**src/sv/stq_pkg.sv**
```systemverilog
// Shared types and constants for the sorted timer queue.
// No dependencies; every other file refers to this package by scoped names.
`default_nettype none

package stq_pkg;

  // Sizing
  localparam int TIMER_SLOTS = 16;
  localparam int NUM_IDS     = 16;
  localparam int CAP         = (TIMER_SLOTS < NUM_IDS) ? TIMER_SLOTS : NUM_IDS;
  localparam int IDX_W       = (CAP > 1) ? $clog2(CAP) : 1;
  localparam int CNT_W       = $clog2(CAP + 1);

  // Field widths
  localparam int ID_W     = 4;
  localparam int TIME_W   = 63;
  localparam int RELOAD_W = 16;
  localparam int KIND_W   = 2;

  // Reload clamp bounds
  localparam logic [RELOAD_W-1:0] RELOAD_MIN = 16'd2;
  localparam logic [RELOAD_W-1:0] RELOAD_MAX = 16'd65535;

  // Input operation codes
  localparam logic OP_ARM = 1'b0;
  localparam logic OP_IRQ = 1'b1;

  // Result kinds
  typedef enum logic [KIND_W-1:0] {
    KIND_FIRE   = 2'd0,
    KIND_RELOAD = 2'd1,
    KIND_REJECT = 2'd2
  } kind_t;

  // Controller states
  typedef enum logic [2:0] {
    ST_IDLE,
    ST_ARM_CHECK,
    ST_ARM_SCAN,
    ST_FIRE,
    ST_RELOAD
  } state_t;

  // Commands from controller to datapath
  typedef struct packed {
    logic  load;       // capture the input word
    logic  arm_shift;  // move entry j-1 up to j, step j down
    logic  arm_place;  // write the new timer at j
    logic  pop;        // drop the head entry
    logic  emit;       // load the output register
    kind_t emit_kind;
    logic  emit_last;
  } cmd_t;

  // Status from datapath to controller
  typedef struct packed {
    logic op_irq;
    logic id_pending;
    logic full;
    logic scan_move;
    logic j_zero;
    logic head_due;
    logic has_pending;
    logic one_pending;
    logic out_free;
  } stat_t;

endpackage

`default_nettype wire

```
**src/sv/stq_in_if.sv**
```systemverilog
// Input channel of the timer queue: valid/ready plus the request word.
// Depends on stq_pkg for field widths.
`default_nettype none

interface stq_in_if;
  logic                      valid;
  logic                      ready;
  logic                      op;
  logic [stq_pkg::ID_W-1:0]   timer_id;
  logic [stq_pkg::TIME_W-1:0] expire_time;
  logic [stq_pkg::TIME_W-1:0] now;

  modport source (output valid, output op, output timer_id, output expire_time,
                  output now, input ready);
  modport sink   (input valid, input op, input timer_id, input expire_time,
                  input now, output ready);
endinterface

`default_nettype wire

```
**src/sv/stq_out_if.sv**
```systemverilog
// Result channel of the timer queue: valid/ready plus the result word.
// Depends on stq_pkg for field widths.
`default_nettype none

interface stq_out_if;
  logic                        valid;
  logic                        ready;
  logic [stq_pkg::KIND_W-1:0]   kind;
  logic [stq_pkg::ID_W-1:0]     fired_id;
  logic [stq_pkg::TIME_W-1:0]   fired_time;
  logic [stq_pkg::RELOAD_W-1:0] reload_value;
  logic                        last;

  modport source (output valid, output kind, output fired_id, output fired_time,
                  output reload_value, output last, input ready);
  modport sink   (input valid, input kind, input fired_id, input fired_time,
                  input reload_value, input last, output ready);
endinterface

`default_nettype wire

```
**src/sv/sorted_timer_queue.sv**
```systemverilog
// Top level of the sorted timer queue: controller plus datapath.
// Depends on stq_pkg, stq_in_if, stq_out_if, stq_ctrl and stq_datapath.
//
//   channel | dir | word carried
//   in_ch   | in  | op, timer_id, expire_time, now
//   out_ch  | out | kind, fired_id, fired_time, reload_value, last
//
// One request at a time. A stored arm walks down from the table tail past
// each entry later than the new expiry and is placed, with a reload word
// if it lands at the head; a rejected arm sends one reject word.
// An interrupt fires each due timer, then a reload word if any remain.
// A held result stalls the sequencer until out_ch takes it.
// Synchronous active-low reset clears the fill count, flags and valids; the
// table contents need no clearing.
`default_nettype none

module sorted_timer_queue (
  input  wire logic clk,
  input  wire logic rst_n,
  stq_in_if.sink    in_ch,
  stq_out_if.source out_ch
);

  stq_pkg::cmd_t  cmd;
  stq_pkg::stat_t stat;

  // Sequencer
  stq_ctrl u_ctrl (
    .clk      (clk),
    .rst_n    (rst_n),
    .in_valid (in_ch.valid),
    .in_ready (in_ch.ready),
    .stat     (stat),
    .cmd      (cmd)
  );

  // Table and result word
  stq_datapath u_dp (
    .clk              (clk),
    .rst_n            (rst_n),
    .in_op            (in_ch.op),
    .in_timer_id      (in_ch.timer_id),
    .in_expire_time   (in_ch.expire_time),
    .in_now           (in_ch.now),
    .cmd              (cmd),
    .stat             (stat),
    .out_valid        (out_ch.valid),
    .out_ready        (out_ch.ready),
    .out_kind         (out_ch.kind),
    .out_fired_id     (out_ch.fired_id),
    .out_fired_time   (out_ch.fired_time),
    .out_reload_value (out_ch.reload_value),
    .out_last         (out_ch.last)
  );

endmodule

`default_nettype wire

```
**src/sv/stq_ctrl.sv**
```systemverilog
// Sequencing controller for the timer queue.
// Depends on stq_pkg (state_t, cmd_t, stat_t); drives the datapath by commands.
`default_nettype none

module stq_ctrl (
  input  wire logic           clk,
  input  wire logic           rst_n,
  input  wire logic           in_valid,
  output      logic           in_ready,
  input  wire stq_pkg::stat_t stat,
  output      stq_pkg::cmd_t  cmd
);

  stq_pkg::state_t state_r, state_nxt;

  // State register
  always_ff @(posedge clk) begin
    if (!rst_n) begin
      state_r <= stq_pkg::ST_IDLE;
    end else begin
      state_r <= state_nxt;
    end
  end

  // Next state
  always_comb begin
    state_nxt = state_r;
    case (state_r)
      stq_pkg::ST_IDLE: begin
        if (in_valid) begin
          state_nxt = stq_pkg::ST_ARM_CHECK;
        end
      end
      stq_pkg::ST_ARM_CHECK: begin
        if (stat.op_irq) begin
          state_nxt = stq_pkg::ST_FIRE;
        end else if (stat.id_pending || stat.full) begin
          if (stat.out_free) begin
            state_nxt = stq_pkg::ST_IDLE;
          end
        end else begin
          state_nxt = stq_pkg::ST_ARM_SCAN;
        end
      end
      stq_pkg::ST_ARM_SCAN: begin
        if (!stat.scan_move) begin
          state_nxt = stat.j_zero ? stq_pkg::ST_RELOAD : stq_pkg::ST_IDLE;
        end
      end
      stq_pkg::ST_FIRE: begin
        if (!stat.head_due) begin
          state_nxt = stat.has_pending ? stq_pkg::ST_RELOAD : stq_pkg::ST_IDLE;
        end
      end
      stq_pkg::ST_RELOAD: begin
        if (stat.out_free) begin
          state_nxt = stq_pkg::ST_IDLE;
        end
      end
      default: state_nxt = stq_pkg::ST_IDLE;
    endcase
  end

  // Outputs
  always_comb begin
    in_ready      = 1'b0;
    cmd.load      = 1'b0;
    cmd.arm_shift = 1'b0;
    cmd.arm_place = 1'b0;
    cmd.pop       = 1'b0;
    cmd.emit      = 1'b0;
    cmd.emit_kind = stq_pkg::KIND_FIRE;
    cmd.emit_last = 1'b0;
    case (state_r)
      stq_pkg::ST_IDLE: begin
        in_ready = 1'b1;
        cmd.load = in_valid;
      end
      stq_pkg::ST_ARM_CHECK: begin
        // rejected arm: one word, nothing stored
        if (!stat.op_irq && (stat.id_pending || stat.full)) begin
          cmd.emit      = stat.out_free;
          cmd.emit_kind = stq_pkg::KIND_REJECT;
          cmd.emit_last = 1'b1;
        end
      end
      stq_pkg::ST_ARM_SCAN: begin
        cmd.arm_shift = stat.scan_move;
        cmd.arm_place = !stat.scan_move;
      end
      stq_pkg::ST_FIRE: begin
        // fire the head; final word when no timer remains behind it
        if (stat.head_due && stat.out_free) begin
          cmd.emit      = 1'b1;
          cmd.emit_kind = stq_pkg::KIND_FIRE;
          cmd.emit_last = stat.one_pending;
          cmd.pop       = 1'b1;
        end
      end
      stq_pkg::ST_RELOAD: begin
        cmd.emit      = stat.out_free;
        cmd.emit_kind = stq_pkg::KIND_RELOAD;
        cmd.emit_last = 1'b1;
      end
      default: begin
        in_ready = 1'b0;
      end
    endcase
  end

endmodule

`default_nettype wire

```
**src/sv/stq_datapath.sv**
```systemverilog
// Timer table, pending flags, input capture and output register.
// Depends on stq_pkg; acts on commands from stq_ctrl and reports status.
`default_nettype none

module stq_datapath (
  input  wire logic                         clk,
  input  wire logic                         rst_n,
  input  wire logic                         in_op,
  input  wire logic [stq_pkg::ID_W-1:0]     in_timer_id,
  input  wire logic [stq_pkg::TIME_W-1:0]   in_expire_time,
  input  wire logic [stq_pkg::TIME_W-1:0]   in_now,
  input  wire stq_pkg::cmd_t                cmd,
  output      stq_pkg::stat_t               stat,
  output      logic                         out_valid,
  input  wire logic                         out_ready,
  output      logic [stq_pkg::KIND_W-1:0]   out_kind,
  output      logic [stq_pkg::ID_W-1:0]     out_fired_id,
  output      logic [stq_pkg::TIME_W-1:0]   out_fired_time,
  output      logic [stq_pkg::RELOAD_W-1:0] out_reload_value,
  output      logic                         out_last
);

  localparam int CAP   = stq_pkg::CAP;
  localparam int IDX_W = stq_pkg::IDX_W;
  localparam int CNT_W = stq_pkg::CNT_W;

  // Sorted table, earliest first
  logic [stq_pkg::TIME_W-1:0] exp_tab_r [CAP];
  logic [stq_pkg::ID_W-1:0]   own_tab_r [CAP];

  logic                       op_r;
  logic [stq_pkg::ID_W-1:0]   id_r;
  logic [stq_pkg::TIME_W-1:0] exp_r;
  logic [stq_pkg::TIME_W-1:0] now_r;
  logic [IDX_W-1:0]           j_r;
  logic [CNT_W-1:0]           count_r;
  logic [stq_pkg::NUM_IDS-1:0] flags_r;

  logic                         out_valid_r;
  logic [stq_pkg::KIND_W-1:0]   kind_r;
  logic [stq_pkg::ID_W-1:0]     fid_r;
  logic [stq_pkg::TIME_W-1:0]   ftime_r;
  logic [stq_pkg::RELOAD_W-1:0] reload_r;
  logic                         last_r;

  logic [IDX_W-1:0]           jm1;
  logic [stq_pkg::TIME_W-1:0] rd_exp;
  logic [stq_pkg::ID_W-1:0]   rd_own;
  logic [stq_pkg::TIME_W:0]   diff;
  logic [stq_pkg::RELOAD_W-1:0] reload_val;

  // Entry just below the insertion point
  assign jm1    = j_r - 1'b1;
  assign rd_exp = exp_tab_r[jm1];
  assign rd_own = own_tab_r[jm1];

  // Reload from head expiry, clamped to the counter range
  assign diff = {1'b0, exp_tab_r[0]} - {1'b0, now_r};
  always_comb begin
    if (exp_tab_r[0] <= now_r) begin
      reload_val = stq_pkg::RELOAD_MIN;
    end else if (diff[stq_pkg::TIME_W:stq_pkg::RELOAD_W] != '0) begin
      reload_val = stq_pkg::RELOAD_MAX;
    end else if (diff[stq_pkg::RELOAD_W-1:0] < stq_pkg::RELOAD_MIN) begin
      reload_val = stq_pkg::RELOAD_MIN;
    end else begin
      reload_val = diff[stq_pkg::RELOAD_W-1:0];
    end
  end

  // Status
  always_comb begin
    stat.op_irq      = (op_r == stq_pkg::OP_IRQ);
    stat.id_pending  = flags_r[id_r];
    stat.full        = (count_r >= CNT_W'(CAP));
    stat.scan_move   = (j_r != '0) && (rd_exp > exp_r);
    stat.j_zero      = (j_r == '0);
    stat.has_pending = (count_r != '0);
    stat.one_pending = (count_r == CNT_W'(1));
    stat.head_due    = (count_r != '0) && (exp_tab_r[0] <= now_r);
    stat.out_free    = !out_valid_r || out_ready;
  end

  // Input word capture
  always_ff @(posedge clk) begin
    if (cmd.load) begin
      op_r  <= in_op;
      id_r  <= in_timer_id;
      exp_r <= in_expire_time;
      now_r <= in_now;
    end
  end

  // Insertion index walks down from the tail
  always_ff @(posedge clk) begin
    if (cmd.load) begin
      j_r <= count_r[IDX_W-1:0];
    end else if (cmd.arm_shift) begin
      j_r <= jm1;
    end
  end

  // Table entries: shift up on insert, shift down on pop
  for (genvar i = 0; i < CAP; i++) begin : g_slot
    if (i < CAP - 1) begin : g_mid
      always_ff @(posedge clk) begin
        if (cmd.arm_shift && (j_r == IDX_W'(i))) begin
          exp_tab_r[i] <= rd_exp;
          own_tab_r[i] <= rd_own;
        end else if (cmd.arm_place && (j_r == IDX_W'(i))) begin
          exp_tab_r[i] <= exp_r;
          own_tab_r[i] <= id_r;
        end else if (cmd.pop) begin
          exp_tab_r[i] <= exp_tab_r[i+1];
          own_tab_r[i] <= own_tab_r[i+1];
        end
      end
    end else begin : g_top
      always_ff @(posedge clk) begin
        if (cmd.arm_shift && (j_r == IDX_W'(i))) begin
          exp_tab_r[i] <= rd_exp;
          own_tab_r[i] <= rd_own;
        end else if (cmd.arm_place && (j_r == IDX_W'(i))) begin
          exp_tab_r[i] <= exp_r;
          own_tab_r[i] <= id_r;
        end
      end
    end
  end

  // Fill count and per-id pending flags
  always_ff @(posedge clk) begin
    if (!rst_n) begin
      count_r <= '0;
      flags_r <= '0;
    end else if (cmd.arm_place) begin
      count_r       <= count_r + 1'b1;
      flags_r[id_r] <= 1'b1;
    end else if (cmd.pop) begin
      count_r               <= count_r - 1'b1;
      flags_r[own_tab_r[0]] <= 1'b0;
    end
  end

  // Output register
  always_ff @(posedge clk) begin
    if (!rst_n) begin
      out_valid_r <= 1'b0;
    end else if (cmd.emit) begin
      out_valid_r <= 1'b1;
    end else if (out_ready) begin
      out_valid_r <= 1'b0;
    end
  end

  always_ff @(posedge clk) begin
    if (cmd.emit) begin
      kind_r <= cmd.emit_kind;
      last_r <= cmd.emit_last;
      case (cmd.emit_kind)
        stq_pkg::KIND_FIRE: begin
          fid_r    <= own_tab_r[0];
          ftime_r  <= exp_tab_r[0];
          reload_r <= '0;
        end
        stq_pkg::KIND_RELOAD: begin
          fid_r    <= '0;
          ftime_r  <= '0;
          reload_r <= reload_val;
        end
        stq_pkg::KIND_REJECT: begin
          fid_r    <= id_r;
          ftime_r  <= '0;
          reload_r <= '0;
        end
        default: begin
          fid_r    <= '0;
          ftime_r  <= '0;
          reload_r <= '0;
        end
      endcase
    end
  end

  assign out_valid        = out_valid_r;
  assign out_kind         = kind_r;
  assign out_fired_id     = fid_r;
  assign out_fired_time   = ftime_r;
  assign out_reload_value = reload_r;
  assign out_last         = last_r;

endmodule

`default_nettype wire
```
**src/flat_wrapper.sv**
```systemverilog
// flat-port wrapper written by rule: the top's interface ports become plain ports
module sorted_timer_queue_flat 
  (clk, rst_n, in_ch_valid, in_ch_op, in_ch_timer_id, in_ch_expire_time, in_ch_now, in_ch_ready, out_ch_valid, out_ch_kind, out_ch_fired_id, out_ch_fired_time, out_ch_reload_value, out_ch_last, out_ch_ready);
  stq_in_if in_ch_i ();
  stq_out_if out_ch_i ();
  input  wire logic clk;
  input  wire logic rst_n;
  input wire logic [$bits(in_ch_i.valid)-1:0] in_ch_valid;
  input wire logic [$bits(in_ch_i.op)-1:0] in_ch_op;
  input wire logic [$bits(in_ch_i.timer_id)-1:0] in_ch_timer_id;
  input wire logic [$bits(in_ch_i.expire_time)-1:0] in_ch_expire_time;
  input wire logic [$bits(in_ch_i.now)-1:0] in_ch_now;
  output wire logic [$bits(in_ch_i.ready)-1:0] in_ch_ready;
  output wire logic [$bits(out_ch_i.valid)-1:0] out_ch_valid;
  output wire logic [$bits(out_ch_i.kind)-1:0] out_ch_kind;
  output wire logic [$bits(out_ch_i.fired_id)-1:0] out_ch_fired_id;
  output wire logic [$bits(out_ch_i.fired_time)-1:0] out_ch_fired_time;
  output wire logic [$bits(out_ch_i.reload_value)-1:0] out_ch_reload_value;
  output wire logic [$bits(out_ch_i.last)-1:0] out_ch_last;
  input wire logic [$bits(out_ch_i.ready)-1:0] out_ch_ready;
  assign in_ch_i.valid = in_ch_valid;
  assign in_ch_i.op = in_ch_op;
  assign in_ch_i.timer_id = in_ch_timer_id;
  assign in_ch_i.expire_time = in_ch_expire_time;
  assign in_ch_i.now = in_ch_now;
  assign in_ch_ready = in_ch_i.ready;
  assign out_ch_valid = out_ch_i.valid;
  assign out_ch_kind = out_ch_i.kind;
  assign out_ch_fired_id = out_ch_i.fired_id;
  assign out_ch_fired_time = out_ch_i.fired_time;
  assign out_ch_reload_value = out_ch_i.reload_value;
  assign out_ch_last = out_ch_i.last;
  assign out_ch_i.ready = out_ch_ready;
  sorted_timer_queue u_core (.clk(clk), .rst_n(rst_n), .in_ch(in_ch_i), .out_ch(out_ch_i));
endmodule
```
**config.mk**
```make
export PLATFORM = sky130hd
export DESIGN_NAME = sorted_timer_queue_flat
export DESIGN_NICKNAME = d
export VERILOG_FILES = /design/src/sv/stq_pkg.sv /design/src/sv/stq_in_if.sv /design/src/sv/stq_out_if.sv /design/src/sv/sorted_timer_queue.sv /design/src/sv/stq_ctrl.sv /design/src/sv/stq_datapath.sv /design/src/flat_wrapper.sv
export SDC_FILE = /design/constraint.sdc
export NUM_CORES = 2
export LEC_CHECK = 0
export BUFFER_PORTS_ARGS = -buffer_cell sky130_fd_sc_hd__buf_2
export CAP_MARGIN = 20
export CELL_PAD_IN_SITES_DETAIL_PLACEMENT = 1
export CELL_PAD_IN_SITES_GLOBAL_PLACEMENT = 1
export CORE_ASPECT_RATIO = 1.2
export CORE_MARGIN = 5
export CORE_UTILIZATION = 47
export CTS_CLUSTER_SIZE = 30
export DETAILED_ROUTE_END_ITERATION = 6
export PLACE_DENSITY = 0.85
export SYNTH_ARGS = -nofsm -noshare
export SYNTH_HDL_FRONTEND = slang
export SYNTH_SLANG_ARGS = --single-unit
```
**constraint.sdc**
```tcl
create_clock -name clk -period 8.6 [get_ports clk]
set_input_delay 1.72 -clock clk [delete_from_list [all_inputs] [get_ports clk]]
set_output_delay 1.72 -clock clk [all_outputs]
set_load 0.03 [all_outputs]
```
==> reports/qor.yml <==
run_status:
  status: "completed"
timing:
  slew_viol_final: 0
  hold_violations: 0
  worst_slew_pin_slew_ps: 1283
  rsz0062_at_grt: "no"
  max_freq_mhz: 126.2
  slew_headroom: 0.1448
  setup_tns_ps: 0
  period_needed_ps: 7926
  setup_viol: 0
  finClkSkew_ps: 33.75
  finalCritPeriodShare: 0.9216
route:
  wl_um: 283200
  vias_per_cell: 6.912
  ant_nets: 0
  wl_per_cell_um: 32.45
  firstDrtPassIters: 6
  initialDrtViolationCount: 8501
  vias: 60330
  drcViolationCount: 0
clocking:
  cts_buffer_depth: 3
  h-tree-depth: 4
  root_buffer: "clkbuf_16"
  cts_resized: 0
  cts_tree: "yes"
  clk_pin_slew_ps: 70
  clock-sinks: 1318
  numCtsBuffers: 136
  clock_latency_ps: 810
  cts_hold_buffers: 0
  cts_setup_buffers: 0
cells_and_area:
  final_cells: 8728
  mostFrequentLayoutCell: "edfxtp_1"
  fin_nets: 6735
  fin_area_um2: 84400
  drive_gt1_frac: 0.1541
  synthToLayoutAreaGrowth_pct: 9.110
  final_cell_mix: "edfxtp_1 (1293), nand2_1 (992), o21ai_0 (941)"
power_and_ir_drop:
  peakVddDrop_mv: 0.2283
  pwr-share-seq: 0.380
  p_per_area_nw_per_um2: 264.5
  p_comb_frac: 0.353
  total_power_uw: 22320
  p_switching_uw: 7640
  internal_power_uw: 14680
  swShare: 0.3422
  leakage_uw: 0.03340
  clock_power_share: 0.267
worst_setup_path:
  critPathMaxFanout: 38
  critPathMaxStageDelay_ps: 960
  required_ps: 9100
  worstPathArrival_ps: 8430
  critPathMostFrequentCell: "buf_4"
  path_buf_inv: 4
  worstPathCellList: "buf_4 > buf_4 > mux4_2 > mux4_2 > ha_1 > nand4_1 > nor4_1 > nand4_1 > nor4_1 > o21ai_0 > nor3b_2 > buf_4 > o21ai_4 > buf_4 > mux2i_1 > o21ai_0"
  cp_slowest_cell: "nor4_1"
  start_kind: "flip-flop"
  cp-end-kind: "flip-flop"
  crit_family: "simple AND/OR/NAND/NOR gates"
  criticalPathCategory: "flip-flop to flip-flop"
grt:
  grt_pass1_wl_um: 415100
  grt_overflow: 0
  grt_max_degree: 273
  grtUsageTotal: 0.3176
  antenna_found_initial: 27
  grt_pass1_vias: 62920
logic_synthesis:
  synth.ff_latch_count: 1318
  syn_nets: 6946
  ys_async_sr_fraction: 0
  synth-edff-count: 1293
  yosys-top-cells-area: "edfxtp_1 (50%), mux2i_1 (11%), mux4_2 (9.9%)"
  yosys.area.top_type: "edfxtp_1"
  ys.flop_type: "edfxtp_1"
  synth_top_area_share: 0.5019
  avgSynthCellArea_um2: 11.59
  syn_area_um2: 77350
  ys_warn_count: 0
  yosysSeqAreaShare: 0.5084
  synth_cell_types: 87
  syn_inst: 6676
floorplanning:
  initial_utilization: 0.4718
  pin_count: 223
  dieHeight_um: 454.4
  core-area_um2: 164000
  die_w_um: 380.3
  fp-row-count: 163
  dieArea_um2: 172800
placed_design:
  gp_congestion: 0.9619
  placedCellCount: 8468
  placement.cell_area_um2: 80050
  numPortBuffers: 222
  hpwl_um: 166800
min_path:
  hold_path_class: "flip-flop to flip-flop"
run:
  maxCapViolations: 0
stage by stage:
step	utilization	setup slack, ps	hold slack (ps)
after floorplan	-	1669	435.5
after global placement	0.4881	1350	450.3
after detailed placement	0.4882	994.0	464.6
after CTS	0.5142	900.2	479.2
after global routing	0.5146	560.1	518.3
final	0.5147	673.9	485.6
per-layer routing:
metal	wire length [µm]	vias to the layer above	part of all wire	global-route usage
met4	17370	28	0.061	0.1757
li1	-	24690	-	-
met1	100800	30400	0.36	0.3908
met2	133500	4119	0.47	0.5202
met3	31350	1090	0.11	0.07408
met5	191	-	0.00067	0
sequential cells by signal, summed over array words and instances (netlist names), 5 cells and up:
name and count:
u_core.u_dp.out_reload_value 16, u_core.u_dp.exp_tab_r 1008, u_core.u_dp.out_fired_time 63, u_core.u_dp.now_r 63, u_core.u_dp.count_r 5, u_core.u_dp.exp_r 63
u_core.u_dp.flags_r 16, u_core.u_dp.own_tab_r 64
path summary, 6_finish.rpt:
path                                       start                                      end  slack, ps  cells past startpoint
min reg2reg  u_core.u_dp.flags_r[7]$_SDFFE_PN0P_      u_core.u_dp.flags_r[7]$_SDFFE_PN0P_        490                      1
min          u_core.u_dp.flags_r[7]$_SDFFE_PN0P_      u_core.u_dp.flags_r[7]$_SDFFE_PN0P_        490                      1
max reg2reg         u_core.u_dp.j_r[0]$_DFFE_PP_  u_core.u_dp.exp_tab_r[12][39]$_DFFE_PP_        670                     16
max                 u_core.u_dp.j_r[0]$_DFFE_PP_  u_core.u_dp.exp_tab_r[12][39]$_DFFE_PP_        670                     16
layout make-up:
type	instances	area, µm²
diodes	9	22.52
clock buffers	171	3662
clock inverters	76	599.3
fillers	16910	79570
inverters	155	586.8
multi-input cells	4517	35020
flip-flops and latches	1318	39330
well taps	2145	2684
repair buffers	337	2495
cells by family (layout without fill, tap and decap cells):
kind of cell,count (synthesis),count (layout),synth area share
flops,1318,1318,0.5084
compound gates,1520,1520,0.1147
other cells,0,9,0
fa+ha+maj,135,135,0.02193
simple gates,1542,1542,0.08458
buf+inv,841,739,0.04395
mux,1290,1290,0.2231
xor+xnor,30,30,0.003397
synth_stat cells (23+ instances only):
master and instances:
a21o_1 107, a21oi_1 136, a22o_1 68, and3_1 73
buf_1 88, buf_2 146, clkbuf_1 438, dfxtp_1 25
edfxtp_1 1293, ha_1 134, inv_1 154, mux2_2 70
mux2i_1 880, mux4_2 340, nand2_1 994, nand3_1 37
nand4_1 55, nor2_1 249, nor3_1 32, o21a_1 23
o21ai_0 955, o22ai_1 68
power by group through the flow:
stage	registers [µW]	logic [µW]	clock network, µW
4_1_cts	8460	7790	5970
3_3_place_gp	8580	6880	0
6_report	8470	7890	5960
2_1_floorplan	8440	5650	0
5_1_grt	8480	8580	6250
3_5_place_dp	8590	7620	0
No activity file was read; power rests on OpenSTA's default activity.
